--- src/rtl/cfac_pkg.sv ---
// Shared types, constants and the CRC-16/CCITT byte update for the CRC frame block.
// Used by every module under rtl; depends on nothing else.
package cfac_pkg;

   localparam int unsigned BYTE_W     = 8;
   localparam int unsigned CRC_W      = 16;
   localparam int unsigned CSR_IDX_W  = 2;
   localparam int unsigned QUEUE_DEPTH = 4;
   localparam int unsigned QUEUE_AW   = $clog2(QUEUE_DEPTH);

   localparam logic [CSR_IDX_W-1:0] CSR_MODE   = 2'd0;
   localparam logic [CSR_IDX_W-1:0] CSR_PRESET = 2'd1;

   localparam logic [CRC_W-1:0] CRC_PRESET_RESET = 16'hFFFF;

   typedef enum logic {
      MODE_GENERATE = 1'b0,
      MODE_CHECK    = 1'b1
   } mode_type;

   typedef enum logic [1:0] {
      STATUS_OK       = 2'd0,
      STATUS_MISMATCH = 2'd1,
      STATUS_SHORT    = 2'd2
   } status_type;

   typedef enum logic [2:0] {
      JOB_GEN_BYTE,
      JOB_GEN_LAST,
      JOB_CHK_BYTE,
      JOB_CHK_LAST_BYTE,
      JOB_CHK_LAST
   } job_kind_type;

   typedef struct packed {
      logic [BYTE_W-1:0] in_byte;
      logic              in_last;
   } req_type;

   typedef struct packed {
      logic [BYTE_W-1:0] out_byte;
      logic              out_is_data;
      logic              out_last;
      logic [1:0]        frame_status;
      logic [CRC_W-1:0]  computed_crc;
      logic              error_flag;
   } rsp_type;

   typedef struct packed {
      job_kind_type      kind;
      logic [BYTE_W-1:0] data_byte;
      logic [CRC_W-1:0]  crc;
      status_type        status;
      logic              err_old;
      logic              err_new;
   } job_type;

   function automatic logic [CRC_W-1:0] crc_byte(input logic [CRC_W-1:0] crc,
                                                 input logic [BYTE_W-1:0] b);
      logic [BYTE_W-1:0] x;
      logic [CRC_W-1:0]  xw;
      x  = crc[CRC_W-1:BYTE_W] ^ b;
      x  = x ^ (x >> 4);
      xw = {{(CRC_W-BYTE_W){1'b0}}, x};
      return (crc << 8) ^ (xw << 12) ^ (xw << 5) ^ xw;
   endfunction

endpackage

--- src/rtl/cfac_front.sv ---
// Front end: holds the configuration registers, accepts input words, runs the CRC,
// the two-word delay line and the frame status, and emits at most one job per input word.
// Depends on cfac_pkg.
module cfac_front
   import cfac_pkg::*;
(
   input  logic                 clock,
   input  logic                 reset,
   input  logic                 csr_valid,
   input  logic [CSR_IDX_W-1:0] csr_index,
   input  logic [CRC_W-1:0]     csr_wdata,
   input  logic                 accept,
   input  req_type              req_data,
   output logic                 job_push,
   output job_type              job_data
);

   mode_type          mode_ff;
   logic [CRC_W-1:0]  preset_ff;
   logic [CRC_W-1:0]  crc_ff, crc_in;
   logic [BYTE_W-1:0] delay0_ff, delay0_in, delay1_ff, delay1_in;
   logic [1:0]        seen_ff, seen_in;
   logic              err_ff, err_in;

   logic [CRC_W-1:0]  crc_base, crc_gen, crc_chk;
   logic [CRC_W-1:0]  rx_crc;
   status_type        status;

   always_comb begin
      crc_base = (seen_ff == 2'd0) ? preset_ff : crc_ff;
      crc_gen  = crc_byte(crc_base, req_data.in_byte);
      crc_chk  = crc_byte(crc_base, delay0_ff);
      rx_crc   = {req_data.in_byte, delay1_ff};

      crc_in    = crc_ff;
      delay0_in = delay0_ff;
      delay1_in = delay1_ff;
      seen_in   = seen_ff;
      err_in    = err_ff;
      status    = STATUS_OK;
      job_push  = 1'b0;

      job_data.kind      = JOB_GEN_BYTE;
      job_data.data_byte = req_data.in_byte;
      job_data.crc       = crc_gen;
      job_data.status    = STATUS_OK;
      job_data.err_old   = err_ff;
      job_data.err_new   = err_ff;

      if (accept) begin
         crc_in = crc_base;
         if (mode_ff == MODE_GENERATE) begin
            crc_in   = crc_gen;
            job_push = 1'b1;
            if (req_data.in_last) begin
               job_data.kind = JOB_GEN_LAST;
               seen_in       = 2'd0;
            end else if (seen_ff != 2'd2) begin
               seen_in = seen_ff + 2'd1;
            end
         end else begin
            delay0_in          = delay1_ff;
            delay1_in          = req_data.in_byte;
            job_data.data_byte = delay0_ff;
            job_data.crc       = crc_base;
            if (seen_ff == 2'd2) begin
               crc_in       = crc_chk;
               job_data.crc = crc_chk;
            end
            if (!req_data.in_last) begin
               if (seen_ff == 2'd2) begin
                  job_push      = 1'b1;
                  job_data.kind = JOB_CHK_BYTE;
               end else begin
                  seen_in = seen_ff + 2'd1;
               end
            end else begin
               job_push = 1'b1;
               if (seen_ff == 2'd0) begin
                  status = STATUS_SHORT;
               end else if (rx_crc == crc_in) begin
                  status = STATUS_OK;
               end else begin
                  status = STATUS_MISMATCH;
               end
               job_data.kind    = (seen_ff == 2'd2) ? JOB_CHK_LAST_BYTE : JOB_CHK_LAST;
               job_data.status  = status;
               err_in           = (status != STATUS_OK);
               job_data.err_new = err_in;
               seen_in          = 2'd0;
            end
         end
      end
   end

   always_ff @(posedge clock) begin
      if (reset) begin
         mode_ff   <= MODE_GENERATE;
         preset_ff <= CRC_PRESET_RESET;
         crc_ff    <= CRC_PRESET_RESET;
         delay0_ff <= '0;
         delay1_ff <= '0;
         seen_ff   <= 2'd0;
         err_ff    <= 1'b0;
      end else begin
         if (csr_valid && csr_index == CSR_MODE) begin
            mode_ff <= mode_type'(csr_wdata[0]);
         end
         if (csr_valid && csr_index == CSR_PRESET) begin
            preset_ff <= csr_wdata;
         end
         crc_ff    <= crc_in;
         delay0_ff <= delay0_in;
         delay1_ff <= delay1_in;
         seen_ff   <= seen_in;
         err_ff    <= err_in;
      end
   end

endmodule

--- src/rtl/cfac_queue.sv ---
// Job queue between the front end and the back end, built from flip-flops.
// Depends on cfac_pkg.
module cfac_queue
   import cfac_pkg::*;
(
   input  logic    clock,
   input  logic    reset,
   input  logic    push,
   input  job_type push_data,
   output logic    full,
   input  logic    pop,
   output logic    head_valid,
   output job_type head_data
);

   job_type             entry_ff [QUEUE_DEPTH];
   logic [QUEUE_AW-1:0] wr_ptr_ff, rd_ptr_ff;
   logic [QUEUE_AW:0]   count_ff, count_in;

   assign full       = (count_ff == (QUEUE_AW+1)'(QUEUE_DEPTH));
   assign head_valid = (count_ff != '0);
   assign head_data  = entry_ff[rd_ptr_ff];

   always_comb begin
      count_in = count_ff;
      if (push && !pop) begin
         count_in = count_ff + 1'b1;
      end else if (!push && pop) begin
         count_in = count_ff - 1'b1;
      end
   end

   always_ff @(posedge clock) begin
      if (push) begin
         entry_ff[wr_ptr_ff] <= push_data;
      end
   end

   always_ff @(posedge clock) begin
      if (reset) begin
         wr_ptr_ff <= '0;
         rd_ptr_ff <= '0;
         count_ff  <= '0;
      end else begin
         if (push) begin
            wr_ptr_ff <= wr_ptr_ff + 1'b1;
         end
         if (pop) begin
            rd_ptr_ff <= rd_ptr_ff + 1'b1;
         end
         count_ff <= count_in;
      end
   end

endmodule

--- src/rtl/cfac_back.sv ---
// Back end: expands each queued job into one to three result words and holds
// them in the output register. Depends on cfac_pkg.
module cfac_back
   import cfac_pkg::*;
(
   input  logic    clock,
   input  logic    reset,
   input  logic    head_valid,
   input  job_type head_data,
   output logic    pop,
   output logic    rsp_valid,
   input  logic    rsp_stall,
   output rsp_type rsp_data
);

   logic [1:0] idx_ff, idx_in;
   logic       valid_ff, valid_in;
   rsp_type    rsp_ff, rsp_in;
   rsp_type    item;
   logic       final_item;
   logic       load;

   always_comb begin
      item.out_byte     = head_data.data_byte;
      item.out_is_data  = 1'b1;
      item.out_last     = 1'b0;
      item.frame_status = STATUS_OK;
      item.computed_crc = head_data.crc;
      item.error_flag   = head_data.err_old;
      final_item        = 1'b1;

      unique case (head_data.kind)
         JOB_GEN_BYTE, JOB_CHK_BYTE: begin
            final_item = 1'b1;
         end
         JOB_GEN_LAST: begin
            final_item = (idx_ff == 2'd2);
            if (idx_ff == 2'd1) begin
               item.out_byte = head_data.crc[BYTE_W-1:0];
            end else if (idx_ff == 2'd2) begin
               item.out_byte = head_data.crc[CRC_W-1:BYTE_W];
               item.out_last = 1'b1;
            end
         end
         JOB_CHK_LAST_BYTE, JOB_CHK_LAST: begin
            if (head_data.kind == JOB_CHK_LAST_BYTE && idx_ff == 2'd0) begin
               final_item = 1'b0;
            end else begin
               item.out_byte     = '0;
               item.out_is_data  = 1'b0;
               item.out_last     = 1'b1;
               item.frame_status = head_data.status;
               item.error_flag   = head_data.err_new;
            end
         end
         default: begin
            final_item = 1'b1;
         end
      endcase

      load     = head_valid && (!valid_ff || !rsp_stall);
      pop      = load && final_item;
      idx_in   = idx_ff;
      valid_in = valid_ff && rsp_stall;
      rsp_in   = rsp_ff;
      if (load) begin
         idx_in   = final_item ? 2'd0 : idx_ff + 2'd1;
         valid_in = 1'b1;
         rsp_in   = item;
      end
   end

   assign rsp_valid = valid_ff;
   assign rsp_data  = rsp_ff;

   always_ff @(posedge clock) begin
      rsp_ff <= rsp_in;
   end

   always_ff @(posedge clock) begin
      if (reset) begin
         idx_ff   <= 2'd0;
         valid_ff <= 1'b0;
      end else begin
         idx_ff   <= idx_in;
         valid_ff <= valid_in;
      end
   end

endmodule

--- src/rtl/crc16_frame_append_check.sv ---
// Top level of the CRC-16/CCITT frame generator and checker.
// Instantiates cfac_front, cfac_queue and cfac_back; depends on cfac_pkg.
//
// The block takes one input word per cycle while req_stall is low and gives one
// result word per cycle while rsp_stall is low. Most input words cause one result
// word (or none for the first two words of a check-mode frame), so the sustained
// rate is one word per cycle; a generate-mode last word causes three result words
// and a check-mode last word up to two, and these leave one after another because
// the output register sends one word per cycle. A four-entry job queue between the
// front end and the output side absorbs these bursts and stalls on either side; a
// result passes through the job queue and then the output register. Configuration
// writes are always ready and must only be made while the block is idle.
module crc16_frame_append_check
   import cfac_pkg::*;
(
   input  logic                 clock,
   input  logic                 reset,
   input  logic                 req_valid,
   output logic                 req_stall,
   input  req_type              req_data,
   output logic                 rsp_valid,
   input  logic                 rsp_stall,
   output rsp_type              rsp_data,
   input  logic                 csr_valid,
   output logic                 csr_ready,
   input  logic [CSR_IDX_W-1:0] csr_index,
   input  logic [CRC_W-1:0]     csr_wdata
);

   logic    accept;
   logic    job_push;
   job_type job_data;
   logic    queue_full;
   logic    pop;
   logic    head_valid;
   job_type head_data;

   assign csr_ready = 1'b1;
   assign req_stall = queue_full;
   assign accept    = req_valid && !queue_full;

   cfac_front u_front (
      .clock     (clock),
      .reset     (reset),
      .csr_valid (csr_valid),
      .csr_index (csr_index),
      .csr_wdata (csr_wdata),
      .accept    (accept),
      .req_data  (req_data),
      .job_push  (job_push),
      .job_data  (job_data)
   );

   cfac_queue u_queue (
      .clock      (clock),
      .reset      (reset),
      .push       (job_push),
      .push_data  (job_data),
      .full       (queue_full),
      .pop        (pop),
      .head_valid (head_valid),
      .head_data  (head_data)
   );

   cfac_back u_back (
      .clock      (clock),
      .reset      (reset),
      .head_valid (head_valid),
      .head_data  (head_data),
      .pop        (pop),
      .rsp_valid  (rsp_valid),
      .rsp_stall  (rsp_stall),
      .rsp_data   (rsp_data)
   );

endmodule
--- config.mk ---
export PLATFORM = sky130hd
export DESIGN_NAME = crc16_frame_append_check
export DESIGN_NICKNAME = d
export VERILOG_FILES = /design/src/rtl/cfac_pkg.sv /design/src/rtl/cfac_front.sv /design/src/rtl/cfac_queue.sv /design/src/rtl/cfac_back.sv /design/src/rtl/crc16_frame_append_check.sv
export SDC_FILE = /design/constraint.sdc
export NUM_CORES = 1
export LEC_CHECK = 0
export BUFFER_PORTS_ARGS = -buffer_cell sky130_fd_sc_hd__clkbuf_2
export CORE_MARGIN = 3
export CORE_UTILIZATION = 40
export CTS_CLUSTER_DIAMETER = 200
export DETAILED_ROUTE_END_ITERATION = 6
export GPL_TIMING_DRIVEN = 0
export SYNTH_ARGS = -nofsm -noshare
export SYNTH_HDL_FRONTEND = slang
export SYNTH_SLANG_ARGS = --single-unit
--- constraint.sdc ---
create_clock -name clock -period 3.9 [get_ports clock]
set_clock_uncertainty 0.2 [all_clocks]
set_input_delay 0.195 -clock clock [delete_from_list [all_inputs] [get_ports clock]]
set_output_delay 0.195 -clock clock [all_outputs]
set_load 0.02 [all_outputs]
==> metrics.md <==
| Metric | Value |
|---|---|
| TritonCTS Buffers | 23 |
| FF-to-FF path depth | 9 |
| DRT iter0 DRCs | 541 |
| Slowest Stage Delay on Critical Path | 750 ps |
| Asr flop ratio synth | 0 |
| Syn Inst Count | between 700 and 800 |
| Cell Chain, Critical Path | inv_1 > ha_1 > buf_6 > mux2i_4 > xnor2_1 > xnor2_1 > xnor2_1 > a21oi_1 > o21ai_0 |
| Core Area | 24390 µm² |
| Peak Freq | between 200 and 300 MHz |
| Kind of critical path | reg -> reg |
| RSZ-0062 raised after global routing | no |
| Synth top area cells | edfxtp_1 (46%), dfxtp_1 (13%), mux4_2 (7.0%), nand2_1 (4.8%), xnor2_1 (4.6%) |
| CTS tree | built |
| Htree depth | 1 |
| Reg clk slew, reported paths | 60 ps |
| N_diodes | 0 |
| Post-synthesis mux area share | 0.1150 |
| CP delay by family, top | XOR/XNOR gates |
| Gp weighted congestion | around 0.9 |
| Crit path time final | ~3700 ps |
| Vias/cell | approximately 5.1 |
| Post-synth top flop | edfxtp_1 |
| Routed WL per cell | between 15 and 20 µm |
| Setup violations, final | 0 |
| Maxcap violations | 0 |
| Most common cell in the synthesized netlist | edfxtp_1 |
| CP max FO | 8 |
| Slew HR | 0.2909 |
| Area Growth Syn to Fin | 18.38% |
| Synth unique cells | 55 |
| I/O pin count | 64 |
| Clock latency on the worst-skew pair | between 500 and 600 ps |
| Peak VDD IR | 0.3772 mV |
| Crit start category | flop |
| Vias | approximately 6400 |
| CP startpoint | u_front.seen_ff[0] |
| Critical path required time | approximately 3900 ps |
| XOR/XNOR Fraction of Synth Area | 0.07981 |
| Pin count of the biggest net entering global routing | 32 |
| Clock sink total | about 220 |
| Status | finished clean |
| Total Negative Setup Slacks | 0 ps |
| Port Buffer Count | 60 |
| First-pass GRT wire length | 36540 µm |
| Met3 WL | 1042 µm |
| Synth top area share | 0.4615 |
| Row count | 57 |
| Pwr/cell area | 641.9 nW/µm² |
| Final hold slack | around 7 ps |
| Avg Cell Area, Syn | 12.52 µm² |
| Tot GR Track Use | 0.1785 |
| GRT overflow | 0 |
| Hold Path Class | in -> reg |
| CTS Buffer Depth | 3 |
| Largest family of logic cells by synthesized area | multiplexers |
| Crit path buf inv count | 2 |
| Yosys reg bits | ~220 |
| Met1 WL | 10680 µm |
| Fin. max-slew vios | 0 |
| Worst Min Path Start | csr_index[0] |
| Share of cells above drive strength 1 | 0.1729 |
| Routed Antenna Nets | 0 |
| Tcrit/Tclk final | 0.9442 |
| Slew @ Worst Pin | about 1000 ps |
| Post-synth top area cell | edfxtp_1 |
| Hold depth | 4 |
| Placed cell area | around 11000 µm² |
| Area share of fa/ha/maj cells after synthesis | 0.01709 |
| Number of cells on the critical path | 9 |
| Initial antenna violation count | 0 |
| Worst r2r src | u_front.seen_ff[0] |
| Seq/Total Area, Yosys | 0.5902 |
| Nets | ~960 |
| Die X | 163.8 µm |
| Crit. End Element | flop |
| Final WS setup | around 220 ps |
| Most used cell, CP | xnor2_1 |
| Post-synth EDFFs | 153 |
| Pleak | 4.197 nW |
| Drt pass-1 iters | 5 |
| WL final | about 23000 µm |
| Synth top cells by count | edfxtp_1 (153), nand2_1 (126), nor2_1 (72), dfxtp_1 (64), xnor2_1 (52) |
| Die area | approximately 27000 µm² |
| Worst path slowest cell | o21ai_0 |
| Synth Area in Compound Gates | 0.06461 |
| Initial Util | 0.4081 |
| YS warnings | 0 |
| Mapped cell area | between 9000 and 10000 µm² |
| Postcts setup bufs | 0 |
| Post-route cell area | 11780 µm² |
| Root Driver | clkbuf_16 |
| Synth Area in Simple Gates | 0.1075 |
| Top Layer Used | met4 |
| Final Hold Vio Count | 0 |
| Arr. time, crit path | between 3000 and 4000 ps |
| Vias in the first global route | 6264 |
| Syn Nets | between 800 and 900 |
| Post-DP HPWL | between 15000 and 20000 µm |
| Die Height | roughly 160 µm |
| Routed met2 length | between 10000 and 15000 µm |
| # DRC | 0 |
| Pre-CTS setup slack | -260.1 ps |
[worst paths after layout]
check	endpoint	slack [ps]
worst min-delay path	u_front.preset_ff[0]	7
worst max-delay path	u_queue.entry_ff[3][9]	220
worst min register to register	u_front.crc_ff[11]	270
worst max register to register	u_queue.entry_ff[3][9]	220
[where the power goes]
| group | internal (mW) | switching (mW) | leakage (nW) |
|---|---|---|---|
| registers | 3.04 | 0.134 | 1.94 |
| logic | 0.860 | 1.39 | 1.89 |
| clock network | 1.26 | 0.874 | 0.369 |
| total | 5.16 | 2.40 | 4.20 |
[state kept, by name, summed over array words and instances (netlist names), 3 cells and up, named ones only]
name               cells
u_queue.count_ff       3
u_back.rsp_data       29
u_queue.entry_ff     124
u_front.delay1_ff      8
u_front.preset_ff     16
u_front.delay0_ff      8
u_front.crc_ff        16
[worst min-delay path, cell delays in order]
cell,delay (ps)
clkbuf_2,90
nand3b_1,240
nand2_1,90
nand3_1,80
[per-stage QoR]
stage                     power [mW]  std cells  utilization
final                          7.564       1255       0.4831
after floorplan                4.770        795            -
after global routing           7.966       1255       0.4831
after detailed placement       5.462       1180       0.4385
after global placement         5.418       1179       0.4371
after CTS                      7.639       1256       0.4832
[timing repair]
item / CTS / global route
hold buffers: 34 / 0
gates resized for setup: 2 / 2
endpoints found under the hold margin: 53 / 0
pin swaps: 0 / 0
setup endpoints to repair: 125 / 1
[metal layers]
layer / global-route usage / vias to the layer above
met1: 0.2489 / 3099
met4: 0.06267 / 0
met2: 0.2877 / 177
met3: 0.02497 / 52
li1: - / 3093
met5: 0 / -
[cell families (layout without fill, tap and decap cells)]
kind of cell / count (synthesis) / after routing
and+or+nand+nor: 252 / 252
DFF: 217 / 217
xor gates and xnor gates: 76 / 76
adders and majority gates: 13 / 13
muxes: 67 / 67
AOI/OAI and AO/OA: 110 / 110
other: 1 / 1
buffers and inverters: 59 / 195
[layout make-up]
cell class	count	area, µm²
fillers	2218	12610
flip-flops and latches	217	5876
multi-input cells	519	3846
clock buffers	36	675.6
repair buffers	95	660.6
well taps	324	405.4
plain buffers	45	202.7
clock inverters	6	68.82
inverters	13	48.80
[placed cells by master, fill, tap and decap left out, types with 11 or more instances in the layout]
cell type      count
edfxtp_1         153
nand2_1          126
nor2_1            72
dfxtp_1           64
clkbuf_2          62
xnor2_1           52
a21oi_1           46
clkbuf_1          41
dlygate4sd3_1     34
mux4_2            31
o21ai_0           30
mux2i_1           24
clkbuf_16         23
nand3_1           19
inv_1             12
xor2_1            12
ha_1              12
a211oi_1          11
Power figures use the tool's default switching activity.
